`src/dkt_pkg.sv`:
```
package dkt_pkg;

  // Default table depth.
  localparam int DKT_ENTRIES = 16;

  // Widths of the fixed payload fields.
  localparam int OP_W    = 2;
  localparam int BYTE_W  = 8;
  localparam int KEY_W   = 16;
  localparam int ROUTE_W = 24;
  localparam int INDEX_W = 4;
  localparam int USED_W  = 5;

  typedef enum logic [OP_W-1:0] {
    OP_FIND   = 2'd0,
    OP_ADD    = 2'd1,
    OP_DELETE = 2'd2,
    OP_EMPTY  = 2'd3
  } dkt_op_t;

  // Commands from the controller to the datapath.
  typedef struct packed {
    logic load;     // capture the accepted item and restart the scan
    logic scan_en;  // walk the key store, one entry per cycle
    logic commit;   // apply the operation and load the result registers
  } dkt_cmd_t;

  // Status from the datapath to the controller.
  typedef struct packed {
    logic scan_done;  // the last entry is being checked this cycle
  } dkt_status_t;

endpackage

```
`src/dkt_ram.sv`:
```
module dkt_ram #(
  parameter int WIDTH = 16,
  parameter int DEPTH = 16,
  parameter int AW    = (DEPTH > 1) ? $clog2(DEPTH) : 1
) (
  input  logic             clk,
  input  logic             we,
  input  logic [AW-1:0]    waddr,
  input  logic [WIDTH-1:0] wdata,
  input  logic             re,
  input  logic [AW-1:0]    raddr,
  output logic [WIDTH-1:0] rdata
);

  logic [WIDTH-1:0] mem [DEPTH];

  always_ff @(posedge clk) begin
    if (we) begin
      mem[waddr] <= wdata;
    end
    if (re) begin
      rdata <= mem[raddr];
    end
  end

endmodule

```
`src/dkt_ctrl.sv`:
```
module dkt_ctrl (
  input  logic                    clk,
  input  logic                    rst_n,
  input  logic                    in_valid,
  output logic                    in_ready,
  input  logic [dkt_pkg::OP_W-1:0] in_operation,
  output logic                    out_valid,
  input  logic                    out_ready,
  output dkt_pkg::dkt_cmd_t       cmd,
  input  dkt_pkg::dkt_status_t    status
);
  import dkt_pkg::*;

  typedef enum logic [1:0] {
    ST_IDLE,
    ST_SCAN,
    ST_COMMIT
  } state_t;

  state_t state_r, state_nxt;
  logic   out_valid_r, out_valid_nxt;

  always_comb begin
    state_nxt   = state_r;
    cmd         = '0;
    in_ready    = 1'b0;
    case (state_r)
      ST_IDLE: begin
        in_ready = 1'b1;
        if (in_valid) begin
          cmd.load  = 1'b1;
          state_nxt = (dkt_op_t'(in_operation) == OP_EMPTY) ? ST_COMMIT : ST_SCAN;
        end
      end
      ST_SCAN: begin
        cmd.scan_en = 1'b1;
        if (status.scan_done) begin
          state_nxt = ST_COMMIT;
        end
      end
      ST_COMMIT: begin
        // The result register must be free before it is overwritten.
        if (!out_valid_r || out_ready) begin
          cmd.commit = 1'b1;
          state_nxt  = ST_IDLE;
        end
      end
      default: begin
        state_nxt = ST_IDLE;
      end
    endcase

    if (cmd.commit) begin
      out_valid_nxt = 1'b1;
    end else if (out_ready) begin
      out_valid_nxt = 1'b0;
    end else begin
      out_valid_nxt = out_valid_r;
    end
  end

  always_ff @(posedge clk) begin
    if (!rst_n) begin
      state_r     <= ST_IDLE;
      out_valid_r <= 1'b0;
    end else begin
      state_r     <= state_nxt;
      out_valid_r <= out_valid_nxt;
    end
  end

  assign out_valid = out_valid_r;

endmodule

```
`src/dkt_datapath.sv`:
```
module dkt_datapath #(
  parameter int ENTRIES = dkt_pkg::DKT_ENTRIES
) (
  input  logic                         clk,
  input  logic                         rst_n,
  input  dkt_pkg::dkt_cmd_t            cmd,
  output dkt_pkg::dkt_status_t         status,
  input  logic [dkt_pkg::OP_W-1:0]     in_operation,
  input  logic [dkt_pkg::BYTE_W-1:0]   in_device_low,
  input  logic [dkt_pkg::BYTE_W-1:0]   in_device_high,
  input  logic [dkt_pkg::BYTE_W-1:0]   in_route_first,
  input  logic [dkt_pkg::BYTE_W-1:0]   in_route_second,
  input  logic [dkt_pkg::BYTE_W-1:0]   in_route_third,
  output logic                         out_found,
  output logic [dkt_pkg::INDEX_W-1:0]  out_entry_index,
  output logic                         out_success,
  output logic [dkt_pkg::USED_W-1:0]   out_entries_used
);
  import dkt_pkg::*;

  localparam int IDX_W = (ENTRIES > 1) ? $clog2(ENTRIES) : 1;
  localparam int CNT_W = $clog2(ENTRIES + 1);
  localparam logic [IDX_W-1:0] LAST_IDX = IDX_W'(ENTRIES - 1);

  // Captured item.
  dkt_op_t              op_r;
  logic [KEY_W-1:0]     key_r;
  logic [ROUTE_W-1:0]   route_r;

  // Scan control.
  logic [IDX_W-1:0]     addr_r;
  logic                 pend_r;
  logic                 chk_r;
  logic [IDX_W-1:0]     chk_idx_r;

  // Scan results.
  logic                 hit_r;
  logic [IDX_W-1:0]     hit_idx_r;
  logic                 free_r;
  logic [IDX_W-1:0]     free_idx_r;

  // Table state.
  logic [ENTRIES-1:0]   valid_r, valid_nxt;
  logic [CNT_W-1:0]     cnt_r, cnt_nxt;

  logic [KEY_W-1:0]     key_rd;
  logic                 rd_en;
  logic                 ins_en;
  logic                 match;
  logic                 vacant;
  logic [IDX_W+INDEX_W-1:0] idx_ext;
  logic [CNT_W+USED_W-1:0]  cnt_ext;

  assign rd_en  = cmd.scan_en && pend_r;
  assign match  = valid_r[chk_idx_r] && (key_rd == key_r);
  assign vacant = !valid_r[chk_idx_r];
  assign ins_en = cmd.commit && (op_r == OP_ADD) && !hit_r && free_r;

  assign status.scan_done = chk_r && (chk_idx_r == LAST_IDX);

  dkt_ram #(
    .WIDTH (KEY_W),
    .DEPTH (ENTRIES),
    .AW    (IDX_W)
  ) u_key_ram (
    .clk   (clk),
    .we    (ins_en),
    .waddr (free_idx_r),
    .wdata (key_r),
    .re    (rd_en),
    .raddr (addr_r),
    .rdata (key_rd)
  );

  // Routes are kept for the host but never read back here.
  dkt_ram #(
    .WIDTH (ROUTE_W),
    .DEPTH (ENTRIES),
    .AW    (IDX_W)
  ) u_route_ram (
    .clk   (clk),
    .we    (ins_en),
    .waddr (free_idx_r),
    .wdata (route_r),
    .re    (1'b0),
    .raddr (addr_r),
    .rdata ()
  );

  always_comb begin
    valid_nxt = valid_r;
    cnt_nxt   = cnt_r;
    if (cmd.commit) begin
      case (op_r)
        OP_ADD: begin
          if (ins_en) begin
            valid_nxt[free_idx_r] = 1'b1;
            cnt_nxt               = cnt_r + CNT_W'(1);
          end
        end
        OP_DELETE: begin
          if (hit_r) begin
            valid_nxt[hit_idx_r] = 1'b0;
            if (cnt_r != '0) begin
              cnt_nxt = cnt_r - CNT_W'(1);
            end
          end
        end
        OP_EMPTY: begin
          valid_nxt = '0;
          cnt_nxt   = '0;
        end
        default: begin
        end
      endcase
    end
  end

  assign idx_ext = {{INDEX_W{1'b0}}, hit_idx_r};
  assign cnt_ext = {{USED_W{1'b0}}, cnt_nxt};

  always_ff @(posedge clk) begin
    if (!rst_n) begin
      valid_r <= '0;
      cnt_r   <= '0;
      pend_r  <= 1'b0;
      chk_r   <= 1'b0;
      hit_r   <= 1'b0;
      free_r  <= 1'b0;
    end else begin
      valid_r <= valid_nxt;
      cnt_r   <= cnt_nxt;
      chk_r   <= rd_en;
      if (cmd.load) begin
        pend_r <= 1'b1;
        hit_r  <= 1'b0;
        free_r <= 1'b0;
      end else begin
        if (rd_en && (addr_r == LAST_IDX)) begin
          pend_r <= 1'b0;
        end
        if (chk_r && match) begin
          hit_r <= 1'b1;
        end
        if (chk_r && vacant) begin
          free_r <= 1'b1;
        end
      end
    end
  end

  always_ff @(posedge clk) begin
    if (cmd.load) begin
      op_r    <= dkt_op_t'(in_operation);
      key_r   <= {in_device_high, in_device_low};
      route_r <= {in_route_first, in_route_second, in_route_third};
      addr_r  <= '0;
    end else if (rd_en && (addr_r != LAST_IDX)) begin
      addr_r <= addr_r + IDX_W'(1);
    end
    if (rd_en) begin
      chk_idx_r <= addr_r;
    end
    // Only the lowest matching and the lowest vacant entry are kept.
    if (chk_r && match && !hit_r) begin
      hit_idx_r <= chk_idx_r;
    end
    if (chk_r && vacant && !free_r) begin
      free_idx_r <= chk_idx_r;
    end
    if (cmd.commit) begin
      out_found        <= (op_r == OP_FIND) && hit_r;
      out_entry_index  <= ((op_r == OP_FIND) && hit_r) ? idx_ext[INDEX_W-1:0] : '0;
      out_success      <= (op_r == OP_ADD) ? ins_en : (op_r != OP_FIND);
      out_entries_used <= cnt_ext[USED_W-1:0];
    end
  end

endmodule

```
`src/device_key_table.sv`:
```
// A find, add or delete item walks the key store, then commits and registers its result.
// An empty-table item skips the walk and goes straight to the commit step.
// A new item is taken only after the last one commits; the key store has a single read port.
// The result register frees the input side while a result still waits to be taken.
// Reset (rst_n low, synchronous) clears every valid mark, the used count and the handshakes.
module device_key_table #(
  parameter int ENTRIES = dkt_pkg::DKT_ENTRIES
) (
  input  logic                        clk,
  input  logic                        rst_n,
  input  logic                        in_valid,
  output logic                        in_ready,
  input  logic [dkt_pkg::OP_W-1:0]    in_operation,
  input  logic [dkt_pkg::BYTE_W-1:0]  in_device_low,
  input  logic [dkt_pkg::BYTE_W-1:0]  in_device_high,
  input  logic [dkt_pkg::BYTE_W-1:0]  in_route_first,
  input  logic [dkt_pkg::BYTE_W-1:0]  in_route_second,
  input  logic [dkt_pkg::BYTE_W-1:0]  in_route_third,
  output logic                        out_valid,
  input  logic                        out_ready,
  output logic                        out_found,
  output logic [dkt_pkg::INDEX_W-1:0] out_entry_index,
  output logic                        out_success,
  output logic [dkt_pkg::USED_W-1:0]  out_entries_used
);
  import dkt_pkg::*;

  // The controller sequences each item through three steps. It captures the
  // item, then walks the key store one entry per cycle while the datapath
  // notes the lowest valid entry with the same key and the lowest free entry.
  // Finally it commits the operation and loads the result register. An
  // empty-table item skips the walk, since it needs no lookup.
  dkt_cmd_t    cmd;
  dkt_status_t status;

  dkt_ctrl u_ctrl (
    .clk          (clk),
    .rst_n        (rst_n),
    .in_valid     (in_valid),
    .in_ready     (in_ready),
    .in_operation (in_operation),
    .out_valid    (out_valid),
    .out_ready    (out_ready),
    .cmd          (cmd),
    .status       (status)
  );

  // The datapath holds the valid marks in flip-flops so that reset and the
  // empty-table item clear them at once, while keys and routes live in RAM.
  dkt_datapath #(
    .ENTRIES (ENTRIES)
  ) u_datapath (
    .clk              (clk),
    .rst_n            (rst_n),
    .cmd              (cmd),
    .status           (status),
    .in_operation     (in_operation),
    .in_device_low    (in_device_low),
    .in_device_high   (in_device_high),
    .in_route_first   (in_route_first),
    .in_route_second  (in_route_second),
    .in_route_third   (in_route_third),
    .out_found        (out_found),
    .out_entry_index  (out_entry_index),
    .out_success      (out_success),
    .out_entries_used (out_entries_used)
  );

  // The store is never walked while a new item can be taken.
  assert property (@(posedge clk) disable iff (!rst_n) in_ready |-> !cmd.scan_en)
    else $error("key store scan active while the input side is open");

  // Every commit presents a result in the next cycle.
  assert property (@(posedge clk) disable iff (!rst_n) cmd.commit |=> out_valid)
    else $error("commit did not produce a result item");

  // A find result never reports success, and a hit is only reported by a find.
  assert property (@(posedge clk) disable iff (!rst_n) (out_valid && out_found) |-> !out_success)
    else $error("find result with success set");

  // A commit never happens while an untaken result still occupies the register.
  assert property (@(posedge clk) disable iff (!rst_n)
                   (cmd.commit && out_valid) |-> out_ready)
    else $error("result register overwritten before it was taken");

endmodule
```
`config.mk`:
```
export PLATFORM = sky130hd
export DESIGN_NAME = device_key_table
export DESIGN_NICKNAME = d
export VERILOG_FILES = /design/src/dkt_pkg.sv /design/src/dkt_ram.sv /design/src/dkt_ctrl.sv /design/src/dkt_datapath.sv /design/src/device_key_table.sv
export SDC_FILE = /design/constraint.sdc
export NUM_CORES = 1
export LEC_CHECK = 0
export BUFFER_PORTS_ARGS = -buffer_cell sky130_fd_sc_hd__buf_2
export CORE_MARGIN = 2
export CORE_UTILIZATION = 57
export CTS_BUF_LIST = sky130_fd_sc_hd__clkbuf_2
export CTS_CLUSTER_SIZE = 28
export DETAILED_ROUTE_END_ITERATION = 12
export GPL_ROUTABILITY_DRIVEN = 0
export PLACE_DENSITY = 0.87
export SLEW_MARGIN = 20
export SYNTH_ARGS = -nofsm -noshare
export SYNTH_HDL_FRONTEND = slang
export SYNTH_SLANG_ARGS = --single-unit
```
`constraint.sdc`:
```
create_clock -name clk -period 2.97 [get_ports clk]
set_input_delay 0.594 -clock clk [delete_from_list [all_inputs] [get_ports clk]]
set_output_delay 0.594 -clock clk [all_outputs]
set_load 0.01 [all_outputs]
```
=== Yosys cells after proc, flatten, opt, wreduce, memory -nomap -nowiden ===
Memories as Yosys holds them, arrays and structs flattened. A register that Yosys moved wholly into a read port is not among the register bits.
Index checks and enable logic that the tools add are counted.

* Flip-flop bits (word level): 73
* Bits in writable memories: 256
* Output and inout bits: 13
* Logic and storage cells: 108
* Memories kept: 1

{| class="wikitable"
|+ Memories
! memory !! words !! bits a word !! rd ports !! clocked after memory_dff !! write ports !! line !! text
|-
| u_datapath.u_key_ram.mem || 16 || 16 || 1 || 1 || 1 || dkt_ram.sv:15 || <nowiki>logic [WIDTH-1:0] mem [DEPTH];</nowiki>
|}

* Add/sub/neg operators: 3
* Order comparisons: 5
* Equality and inequality tests: 15
* Mux-type cells: 32
* Bitwise logic cells: 4
* Reductions and logical operators: 30

{| class="wikitable"
|+ Operators with widths
! operator !! count
|-
| $pmux 16 s3 || 1
|-
| $mux 16 || 2
|-
| $mux 5 || 4
|-
| $and 16x16->16 || 1
|-
| $eq 16x16->1 || 1
|-
| $mux 1 || 16
|-
| $not 16->16 || 1
|-
| $or 16x16->16 || 1
|-
| $logic_and 1x1->1 || 15
|-
| $lt 4x5->1 const B || 3
|-
| $pmux 5 s3 || 1
|-
| $demux 1 s4 || 2
|-
| $eq 2x2->1 const B || 4
|-
| $eq 4x4->1 const B || 2
|-
| $ge 4x1->1 const B || 2
|-
| $mux 2 || 4
|-
| $ne 2x1->1 const B || 3
|-
| $pmux 2 s3 || 1
|-
| $reduce_bool 2->1 || 3
|-
| $add 5x1->5 const B || 1
|-
| $reduce_bool 5->1 || 1
|-
| $sub 5x1->5 const B || 1
|-
| $add 4x1->4 const B || 1
|-
| $bmux 1 s4 || 1
|-
| other kinds (11) || 17
|}

=== Depth between registers and ports, before layout ===
Gate-level depths: netlist of run 1.

* Word-level depth: 10
* Gate-level depth with buffers: 8

=== Modules after synthesis ===
Synthesis of run 1 repeated with hierarchy kept, for this count alone.

* Cell total of the unflattened synthesis: 731
* Area, all modules: 13528.0 um^2

{| class="wikitable"
|+ Modules (own cells, without submodules)
! module !! times used !! cells an instance !! area each (um^2)
|-
| dkt_ram || 1 || 432 || 10203.5
|-
| dkt_datapath || 1 || 280 || 3144.3
|-
| dkt_ctrl || 1 || 19 || 180.2
|}

=== Worst setup path after synthesis of run 1 ===
OpenSTA, ideal clock, no wires.

* Kind: input-to-reg
* Start: in out_ready
* End: mem u_datapath.u_key_ram.mem[2][0], enable pin
* Library setup time: 412 ps
* Data arrival time: 2426 ps
* Setup slack: 133 ps
* Stages on the path: 5
* Path through: nand2b_1 > nand2_1 > inv_2 > nand4_1 > nor3_1

{| class="wikitable"
|+ RTL lines
! element !! line !! text
|-
| start: declaration || device_key_table.sv:20 || <nowiki>input logic out_ready,</nowiki>
|-
| end: declaration || dkt_ram.sv:15 ||
|}

=== Worst setup path in the final report of run 1 ===
* Start: reg u_datapath.key_r[9]
* End: reg u_datapath.hit_idx_r[3], enable pin

* Cells in the longest elaborated chain, start to end: 4

{| class="wikitable"
|+ Ends and longest elaborated chain
! element !! line !! text
|-
| start: declaration || dkt_datapath.sv:27 || <nowiki>logic [KEY_W-1:0] key_r;</nowiki>
|-
| start signal: assignment || dkt_datapath.sv:155 || <nowiki>key_r <= {in_device_high, in_device_low};</nowiki>
|-
| $eq 16x16->1 || dkt_datapath.sv:55 || <nowiki>assign match = valid_r[chk_idx_r] && (key_rd == key_r);</nowiki>
|-
| $logic_and 1x1->1 || dkt_datapath.sv:55 ||
|-
| $logic_and 1x1->1 (2 in a row) || dkt_datapath.sv:165 || <nowiki>if (chk_r && match && !hit_r) begin</nowiki>
|-
| end signal: assignment || dkt_datapath.sv:166 || <nowiki>hit_idx_r <= chk_idx_r;</nowiki>
|-
| end: declaration || dkt_datapath.sv:38 || <nowiki>logic [IDX_W-1:0] hit_idx_r;</nowiki>
|}

No other way between the ends.
A chain may end at the register's enable or synchronous reset.

==> results of run 1 <==
-- Yosys cell counts (all sizes together) (2+ instances only) --
| cell type | instances | area share [%] |
|---|---|---|
| edfxtp | 313 | 69 |
| mux4 | 83 | 14 |
| a21oi | 37 | 1.4 |
| dfxtp | 32 | 4.7 |
| nor2 | 25 | 0.69 |
| nand2 | 24 | 0.66 |
| buf | 23 | 1.4 |
| o21ai | 18 | 0.66 |
| xnor2 | 16 | 1.0 |
| nor3 | 12 | 0.48 |
| and2 | 11 | 0.50 |
| nand4 | 11 | 0.50 |
| clkbuf | 10 | 0.28 |
| inv | 10 | 0.28 |
| a31oi | 7 | 0.32 |
| nor2b | 7 | 0.32 |
| nand2b | 6 | 0.28 |
| nand3 | 6 | 0.22 |
| nor4 | 5 | 0.37 |
| mux2i | 4 | 0.29 |
| ha | 3 | 0.28 |
| o211a | 3 | 0.22 |
| o21a | 3 | 0.17 |
| o22ai | 3 | 0.14 |
| a211oi | 2 | 0.11 |
| a21o | 2 | 0.11 |
| a32oi | 2 | 0.18 |
| and3 | 2 | 0.092 |
| nand4b | 2 | 0.13 |
| o31a | 2 | 0.13 |
| o31ai | 2 | 0.11 |
-- layout make-up --
cell class | instances | area [sq um] | area share [%]
tap | 319 | 399 | 2.61
inverter | 10 | 37.5 | 0.246
multi-input combinational | 312 | 3360 | 22.0
timing repair buffer | 87 | 666 | 4.36
clock buffer | 120 | 601 | 3.93
clock inverter | 21 | 151 | 0.992
antenna | 1 | 2.50 | 0.0164
sequential | 345 | 10000 | 65.8
-- path summary, 6_finish.rpt --
check                                                         from                            endpoint  slack [ns]  cells past startpoint
worst min register to register  u_datapath.valid_r[1]$_SDFFE_PN0P_  u_datapath.valid_r[1]$_SDFFE_PN0P_        0.49                      2
worst min-delay path                                     out_ready       u_ctrl.out_valid$_SDFFE_PN0P_        0.17                      3
worst max register to register       u_datapath.key_r[9]$_DFFE_PP_   u_datapath.hit_idx_r[3]$_DFFE_PP_        0.35                      5
worst max-delay path                 u_datapath.key_r[9]$_DFFE_PP_   u_datapath.hit_idx_r[3]$_DFFE_PP_        0.35                      5
-- metal layers --
layer	routed length (um)	vias up
met1	10600	3706
met3	2400	82
met4	842	0
met2	14700	445
met5	0	-
li1	-	3183
-- layout by cell type, fill, tap and decap left out, types with 3 or more instances in the layout --
| master | instances |
|---|---|
| edfxtp_1 | 313 |
| clkbuf_2 | 120 |
| mux4_2 | 70 |
| a21oi_1 | 37 |
| buf_2 | 34 |
| buf_4 | 30 |
| dfxtp_1 | 30 |
| nand2_1 | 24 |
| dlygate4sd3_1 | 19 |
| o21ai_0 | 18 |
| nor2_1 | 16 |
| xnor2_1 | 16 |
| mux4_1 | 13 |
| clkinv_1 | 12 |
| and2_1 | 11 |
| nand4_1 | 11 |
| inv_1 | 9 |
| nor2_2 | 9 |
| nor3_1 | 7 |
| nor2b_1 | 7 |
| a31oi_1 | 7 |
| nand2b_1 | 6 |
| nand3_1 | 6 |
| nor3_2 | 5 |
| mux2i_1 | 4 |
| buf_12 | 4 |
| o211a_1 | 3 |
| o22ai_1 | 3 |
| nor4_2 | 3 |
| o21a_1 | 3 |
| ha_1 | 3 |
-- worst max-delay path: stages, from the launching register on --
cell      delay (ns)
edfxtp_1        0.61
xnor2_1         0.34
nand4_1         0.17
nor4_1          0.55
nand4b_1        0.29
nor2_1          0.32
-- what timing repair did --
item                      CTS  global route
hold endpoints to repair   19             0
resized for setup           0             0
hold buffers               19             0
-- registers in the layout, summed over array words and instances (netlist names), 5 cells and up --
name	cells
u_datapath.key_r	16
u_datapath.cnt_r	5
u_datapath.u_key_ram.rdata	16
u_datapath.out_entries_used	5
u_datapath.valid_r	16
u_datapath.u_key_ram.mem	256
-- kinds of logic after synthesis --
| kind of cell | Yosys count | synth area share (%) |
|---|---|---|
| compound gates | 86 | 3.83 |
| simple gates | 118 | 4.70 |
| flops | 345 | 73.6 |
| fa+ha+maj | 3 | 0.275 |
| xor+xnor | 17 | 1.09 |
| mux | 88 | 14.4 |
| buf+inv | 44 | 2.05 |
-- power by group through the flow --
stage,Sequential [mW],Combinational [mW],Clock (mW)
final,5.49,0.500,3.01
after global routing,5.51,0.539,3.31
after CTS,5.49,0.504,3.08
after detailed placement,5.60,0.483,0
after global placement,5.59,0.462,0
after floorplan,5.54,0.402,0
==> metrics.cfg, run 1 <==
[sta]
fin_skew_ns=0.0773
finalSetupTns_ns=0
finalCritPeriodShare_pct=88.1
hold_viol=0
fmaxAchievable_ghz=0.382
timing.hold.ws_ns=0.173
worst_pin_slew_ns=0.681
setup_ws_ns=0.355
setup_violations=0
rsz0062_at_grt=false
fin_crit_ns=2.62
finalMaxSlewViolations=0
max-slew-margin-rel_pct=54.6

[global_route]
grt_max_degree=69
antenna_found_initial=1
grt_pass1_wl_mm=43.9
use_met1_pct=31.7
met3_usage_pct=5.77
use_met2_pct=39.8
top_usage_layer=met2
grt_pass1_vias=7766
globalRouteOverflowTotal=0
track_usage_pct=24.2

[clock_tree]
cts_tree=built
cts_buffers=80
ctsRootBufferMaster=clkbuf_2
postCtsSetupRepairBufs=0
path_clk_slew_ns=0.10
cts_max_path_buffers=3
cts.sinks=345
clock_latency_ns=0.87
htree_levels=3

[place]
hpwlAfterDp_mm=16.8
pre_cts_ws_ns=0.396
port_buffers=34
placedCellCount=1054
dpl_cell_area_sq_um=14300

[pwr]
power_density_nw_per_um2=589
power.share.switching_pct=23.3
ir_drop_uv=342
combPwrFrac_pct=5.6
p_int_mw=6.90
p_seq_share_pct=61.0
clkPwrFrac_pct=33.4
p_leak_nw=5.00
p_switching_mw=2.10
total_power_mw=9.00

[critical_path]
critPathKind=reg2reg
cp.required_ns=3.48
cp-end-kind=flop
crit_fanout=17
start_kind=flop
arrival_ns=3.12

[synthesis]
synth_cell_type_count=55
syn_area_sq_um=13600
ys_ff_latch=345
ys.flop_type=edfxtp_1
syn_nets=750
synth_enable_flop_cells=313
synth.avg_cell_area_sq_um=19.5
synth_warnings=0
syn_inst=701
synth_seq_area_share_pct=73.6
postSynth.asyncResetShare_pct=0

[floorplan]
die_area_sq_um=25200
die_h_um=159
io-pin-count=59
core_area_sq_um=23500
row_count=56
initial_core_util_pct=58.1
die_w_um=159

[routing]
drt-total-wl_mm=28.6
viasPerCell=6.10
dr.pass1.iters=5
drc=0
drt_iter0_markers=742
vias=7416
ant_nets=0
wire_per_inst_um=23.5

[cells_and_area]
layout.nets=885
layout-drive-gt1-share_pct=32.5
fill_cells=1504
finalInstanceArea_sq_um=15300
finalNonFillerCells=1215
utilization_pct=65.0
syn_to_final_growth_pct=11.9

[job]
drv_cap=0

[outcome]
status=complete, no violations

[min_path]
hold_path.class=in2reg

No activity file was read; power rests on OpenSTA's default activity.
==> inputs of run 2 (changes only) <==
Settings changed: CORE_UTILIZATION 57 to 60.
Clock period 2.97 ns to 2.7 ns, I/O delays scaled along.
==> run 2 against run 1 <==
- count of clock-buffer cells in the layout grew 11
- maximum frequency increased by 9.8%
- first-iteration DRC count increased by 18%
- register-to-register slack worse by 0.04 ns
- critical path type unchanged
==> metrics.cfg, run 2 (synthesis gave the netlist of run 1 again) <==
[global_route]
grt_pass1_wl_mm=44.5  ; was 43.9 mm
grt_max_degree=69  ; unchanged
use_met1_pct=33.1  ; was 31.7%
top_usage_layer=met2  ; unchanged
track_usage_pct=25.7  ; was 24.2%
use_met2_pct=42.9  ; was 39.8%
met3_usage_pct=5.35  ; was 5.77%
grt_pass1_vias=7706  ; was 7766
globalRouteOverflowTotal=0  ; unchanged
antenna_found_initial=0  ; was 1

[critical_path]
cp.required_ns=3.27  ; was 3.48 ns
crit_path_top_delay_cell=edfxtp_1  ; unchanged
critPathKind=reg2reg  ; unchanged
critical_path.n_buffers_inverters=1  ; was 0
cp_top_family=simple AND/OR/NAND/NOR gates  ; unchanged
path_cells=xnor2_1 > nand4_1 > nor4_1 > buf_4 > nand4b_1 > nor2_1  ; was xnor2_1 > nand4_1 > nor4_1 > nand4b_1 > nor2_1
crit_fanout=17  ; unchanged
start_kind=flop  ; unchanged
critPathMaxStageDelay_ns=0.62  ; was 0.61 ns
arrival_ns=2.95  ; was 3.12 ns
cp-end-kind=flop  ; unchanged

[sta]
finalSetupTns_ns=0  ; unchanged
fmaxAchievable_ghz=0.420  ; was 0.382 GHz
setup_violations=0  ; unchanged
hold_viol=0  ; unchanged
setup_ws_ns=0.318  ; was 0.355 ns
finalMaxSlewViolations=0  ; unchanged
max-slew-margin-rel_pct=53.5  ; was 54.6%
worst_pin_slew_ns=0.697  ; was 0.681 ns
finalCritPeriodShare_pct=88.2  ; was 88.1%
fin_crit_ns=2.38  ; was 2.62 ns
timing.hold.ws_ns=0.126  ; was 0.173 ns
rsz0062_at_grt=false  ; unchanged
fin_skew_ns=0.105  ; was 0.0773 ns

[pwr]
p_leak_nw=5.08  ; was 5.00 nW
power.share.switching_pct=24.1  ; was 23.3%
p_seq_share_pct=60.8  ; was 61.0%
combPwrFrac_pct=6.1  ; was 5.6%
ir_drop_uv=417  ; was 342 uV
p_switching_mw=2.39  ; was 2.10 mW
clkPwrFrac_pct=33.1  ; was 33.4%
power_density_nw_per_um2=645  ; was 589 nW/um^2
p_int_mw=7.50  ; was 6.90 mW
total_power_mw=9.88  ; was 9.00 mW

[routing]
dr.pass1.iters=5  ; unchanged
drc=0  ; unchanged
vias=7601  ; was 7416
drt_iter0_markers=877  ; was 742
ant_nets=0  ; unchanged
drt-total-wl_mm=29.6  ; was 28.6 mm
viasPerCell=6.33  ; was 6.10
wire_per_inst_um=24.7  ; was 23.5 um

[cells_and_area]
layout-drive-gt1-share_pct=34.1  ; was 32.5%
multi_input_area_sq_um=3380  ; was 3360 sq um
final_common_cell=edfxtp_1  ; unchanged
utilization_pct=68.1  ; was 65.0%
syn_to_final_growth_pct=12.4  ; was 11.9%
largest_reg_flops=256  ; unchanged
layout.nets=898  ; was 885
seqCellArea_sq_um=10000  ; unchanged
fill_cells=1375  ; was 1504
layout_common_cells=edfxtp_1 (313), clkbuf_2 (131), mux4_2 (70), buf_4 (39), a21oi_1 (37)  ; was edfxtp_1 (313), clkbuf_2 (120), mux4_2 (70), a21oi_1 (37), buf_2 (34)
top_register=u_datapath.u_key_ram.mem  ; unchanged

[floorplan]
io-pin-count=59  ; unchanged
die_w_um=155  ; was 159 um
core_area_sq_um=22500  ; was 23500 sq um
die_h_um=155  ; was 159 um
initial_core_util_pct=60.6  ; was 58.1%
die_area_sq_um=24000  ; was 25200 sq um
row_count=55  ; was 56

[clock_tree]
cts.sinks=345  ; unchanged
htree_levels=3  ; unchanged
cts_buffers=81  ; was 80
cts_tree=built  ; unchanged
ctsRootBufferMaster=clkbuf_2  ; unchanged
path_clk_slew_ns=0.09  ; was 0.10 ns
cts_max_path_buffers=3  ; unchanged
clock_latency_ns=0.94  ; was 0.87 ns

[job]
drv_cap=0  ; unchanged

[place]
hpwlAfterDp_mm=17.3  ; was 16.8 mm
port_buffers=34  ; unchanged
pre_cts_ws_ns=0.317  ; was 0.396 ns

[outcome]
status=complete, no violations  ; unchanged

[min_path]
hold_path.class=in2reg  ; unchanged

==> run 2: changes by cell type in the layout (fill, tap and decap cells not counted), moves of 2 or more <==
cell / previous run / this run
clkinv_2: 2 / 0
buf_4: 30 / 39
clkbuf_2: 120 / 131
nor2_1: 16 / 12
clkinvlp_4: 2 / 0
bufinv_16: 2 / 0
nor2_2: 9 / 13
buf_12: 4 / 6
==> run 2: worst register-to-register path, cell delays in order, from the launching register on <==
cell and delay, ns:
edfxtp_1 0.62, xnor2_1 0.33, nand4_1 0.21, nor4_1 0.29, buf_4 0.17, nand4b_1 0.13
nor2_1 0.31
==> run 2: routing by layer <==
metal | vias to the layer above | part of all wire (%)
met2 | 486 | 51
met3 | 89 | 8.4
li1 | 3228 | -
met5 | - | 0
met4 | 0 | 3.6
met1 | 3798 | 37
==> run 2: layout make-up <==
class	instances	share of cell area, %
diodes	1	0.0163
multi-input cells	312	22.0
flip-flops and latches	345	65.5
inverters	10	0.245
clock inverters	17	0.481
well taps	285	2.33
clock buffers	131	4.28
repair buffers	99	5.11
==> run 2: path summary, 6_finish.rpt <==
path,start,end,slack (ns),depth (start not counted)
setup / recovery,u_datapath.key_r[4]$_DFFE_PP_,u_datapath.hit_idx_r[1]$_DFFE_PP_,0.32,6
hold / removal,in_valid,u_ctrl.state_r[0]$_SDFFE_PN0P_,0.13,5
setup reg to reg,u_datapath.key_r[4]$_DFFE_PP_,u_datapath.hit_idx_r[1]$_DFFE_PP_,0.32,6
hold reg to reg,u_datapath.valid_r[0]$_SDFFE_PN0P_,u_datapath.valid_r[0]$_SDFFE_PN0P_,0.49,2
==> run 2: through the flow <==
step,cells,cell area [sq um]
detailed placement,1031,14400
global route,1199,15300
CTS,1199,15300
finish,1200,15300
floorplan,701,13700
global placement,1031,14400
==> run 2: power groups by stage <==
stage                     registers (mW)  logic, mW  clock network (mW)
final                               6.01      0.604                3.27
after global routing                6.02      0.647                3.57
after CTS                           6.01      0.610                3.32
after detailed placement            6.13      0.587                   0
after global placement              6.12      0.554                   0
after floorplan                     6.10      0.442                   0
==> run 2: repair_timing <==
item                                    4_1_cts  5_1_grt
endpoints found under the setup margin        0        0
resized for setup                             0        0
hold endpoints to repair                     28        0
hold buffers                                 20        0
setup buffers                                 0        0
==> inputs of run 3 (changes only) <==
Settings changed: BUFFER_PORTS_ARGS -buffer_cell sky130_fd_sc_hd__buf_2 to -buffer_cell sky130_fd_sc_hd__buf_4, CORE_UTILIZATION 60 to 45, PLACE_DENSITY 0.87 to 0.7.
==> run 3 against run 2 <==
- sequential share of layout area down 1.7 points
- clock power up 6%
- sequential power down 0.8%
- first-iteration DRC count down 21%
- critical path type unchanged
- routed wire length down 4.0%
- cell area up 2.6%
- final cell count up 10%
- maximum frequency down 0.71%
- combinational power up 9.1%
- worst hold slack better by 0.26 ns
==> metrics.cfg, run 3 (synthesis gave the netlist of run 1 again) <==
[pwr]
ir_drop_uv=469  ; was 417 uV
power_density_nw_per_um2=641  ; was 645 nW/um^2
p_leak_nw=5.20  ; was 5.08 nW
total_power_mw=10.1  ; was 9.88 mW

[sta]
max-slew-margin-rel_pct=47.1  ; was 53.5%
finalCritPeriodShare_pct=88.9  ; was 88.2%
finalSetupTns_ns=0  ; unchanged
rsz0062_at_grt=false  ; unchanged
fin_crit_ns=2.40  ; was 2.38 ns
setup_ws_ns=0.301  ; was 0.318 ns
hold_viol=0  ; unchanged
finalMaxSlewViolations=0  ; unchanged
worst_pin_slew_ns=0.793  ; was 0.697 ns
fin_skew_ns=0.0929  ; was 0.105 ns
fmaxAchievable_ghz=0.417  ; was 0.420 GHz
timing.hold.ws_ns=0.385  ; was 0.126 ns
setup_violations=0  ; unchanged

[floorplan]
initial_core_util_pct=45.9  ; was 60.6%
core_area_sq_um=29700  ; was 22500 sq um
die_h_um=178  ; was 155 um
die_w_um=178  ; was 155 um
io-pin-count=59  ; unchanged
row_count=63  ; was 55
die_area_sq_um=31700  ; was 24000 sq um

[critical_path]
critPathKind=reg2reg  ; unchanged
crit_path_top_delay_cell=nor4bb_1  ; was edfxtp_1
crit_fanout=15  ; was 17
path_cells=nor4bb_1 > buf_4 > nand4_1 > nor2_2 > buf_4  ; was xnor2_1 > nand4_1 > nor4_1 > buf_4 > nand4b_1 > nor2_1
arrival_ns=2.89  ; was 2.95 ns
critical_path.n_buffers_inverters=2  ; was 1
cp.required_ns=3.19  ; was 3.27 ns
start_kind=flop  ; unchanged
cp-end-kind=flop  ; unchanged
critPathMaxStageDelay_ns=0.46  ; was 0.62 ns
cp_top_family=simple AND/OR/NAND/NOR gates  ; unchanged
path_common_cell=buf_4

[routing]
drt-total-wl_mm=28.4  ; was 29.6 mm
ant_nets=0  ; unchanged
dr.pass1.iters=7  ; was 5
drc=0  ; unchanged
viasPerCell=5.57  ; was 6.33
drt_iter0_markers=690  ; was 877
wire_per_inst_um=21.4  ; was 24.7 um
vias=7375  ; was 7601

[cells_and_area]
largest_reg_flops=256  ; unchanged
layout-drive-gt1-share_pct=34.7  ; was 34.1%
layout_common_cells=edfxtp_1 (313), clkbuf_2 (123), buf_4 (89), mux4_2 (70), a21oi_1 (37)  ; was edfxtp_1 (313), clkbuf_2 (131), mux4_2 (70), buf_4 (39), a21oi_1 (37)
top_register=u_datapath.u_key_ram.mem  ; unchanged
final_common_cell=edfxtp_1  ; unchanged
layout.nets=915  ; was 898
finalNonFillerCells=1325  ; was 1200
syn_to_final_growth_pct=15.4  ; was 12.4%

[place]
hpwlAfterDp_mm=17.0  ; was 17.3 mm
port_buffers=34  ; unchanged
pre_cts_ws_ns=0.360  ; was 0.317 ns
placedCellCount=1150  ; was 1031

[outcome]
status=complete, no violations  ; unchanged

[clock_tree]
ctsRootBufferMaster=clkbuf_2  ; unchanged
postCtsSetupRepairBufs=0  ; unchanged
clock_latency_ns=0.90  ; was 0.94 ns
ctsResizeCount=0  ; unchanged
cts_tree=built  ; unchanged
cts_max_path_buffers=3  ; unchanged
path_clk_slew_ns=0.11  ; was 0.09 ns
cts_buffers=83  ; was 81
cts.sinks=345  ; unchanged
htree_levels=3  ; unchanged

[global_route]
track_usage_pct=18.7  ; was 25.7%
grt_max_degree=69  ; unchanged
grt_pass1_wl_mm=43.4  ; was 44.5 mm
antenna_found_initial=1  ; was 0
globalRouteOverflowTotal=0  ; unchanged
grt_pass1_vias=7390  ; was 7706

[job]
drv_cap=0  ; unchanged

[min_path]
hold_path.class=in2reg  ; unchanged

-- run 3: cell types whose count changed in the layout (fill, tap and decap cells not counted), sizes merged --
cell / previous run / this run
buf: 79 / 93
bufinv: 0 / 2
clkbuf: 131 / 123
clkinv: 15 / 23
clkinvlp: 0 / 2
dlygate4sd3: 20 / 21
inv: 12 / 13
-- run 3: per-layer routing --
metal	up-vias	global-route usage, %	share of wire [%]
met3	53	3.84	7.4
met4	0	6.22	2.1
met2	344	30.0	49
met5	-	0	0
li1	3274	-	-
met1	3704	25.9	41
-- run 3: worst reg2reg max path, stage by stage (launching register included) --
cell	delay, ns
edfxtp_1	0.40
nor4bb_1	0.46
buf_4	0.22
nand4_1	0.35
nor2_2	0.25
buf_4	0.33
-- run 3: path summary, 6_finish.rpt --
check,startpoint,to,slack [ns],depth (start not counted)
max,u_datapath.op_r[1]$_DFFE_PP_,u_datapath.u_key_ram.mem[7][8]$_DFFE_PP_,0.30,5
min,in_device_low[0],u_datapath.key_r[0]$_DFFE_PP_,0.39,2
max reg2reg,u_datapath.op_r[1]$_DFFE_PP_,u_datapath.u_key_ram.mem[7][8]$_DFFE_PP_,0.30,5
min reg2reg,u_datapath.valid_r[12]$_SDFFE_PN0P_,u_datapath.valid_r[12]$_SDFFE_PN0P_,0.48,2
-- run 3: power by group --
group,switching [mW],internal [mW]
Clock,2.03,1.43
Sequential,0.0606,5.90
Combinational,0.328,0.331
Total,2.42,7.67
-- run 3: what timing repair did --
action | CTS | global route
setup endpoints to repair | 0 | 0
hold buffers | 21 | 0
endpoints found under the hold margin | 29 | 0
-- run 3: through the flow --
step           util [%]  instance area (sq um)
2_1_floorplan         -                  13700
3_3_place_gp       49.5                  14700
3_5_place_dp       49.5                  14700
4_1_cts            52.9                  15700
5_1_grt            52.9                  15700
6_report           52.9                  15700
-- run 3: layout make-up --
| cell class | count | area, sq um |
|---|---|---|
| Fill cell | 2357 | 14000 |
| Sequential cell | 345 | 10000 |
| Multi-Input combinational cell | 312 | 3400 |
| Timing Repair Buffer | 114 | 958 |
| Clock buffer | 123 | 616 |
| Tap cell | 390 | 488 |
| Clock inverter | 30 | 189 |
| Inverter | 10 | 37.5 |
| Antenna cell | 1 | 2.50 |
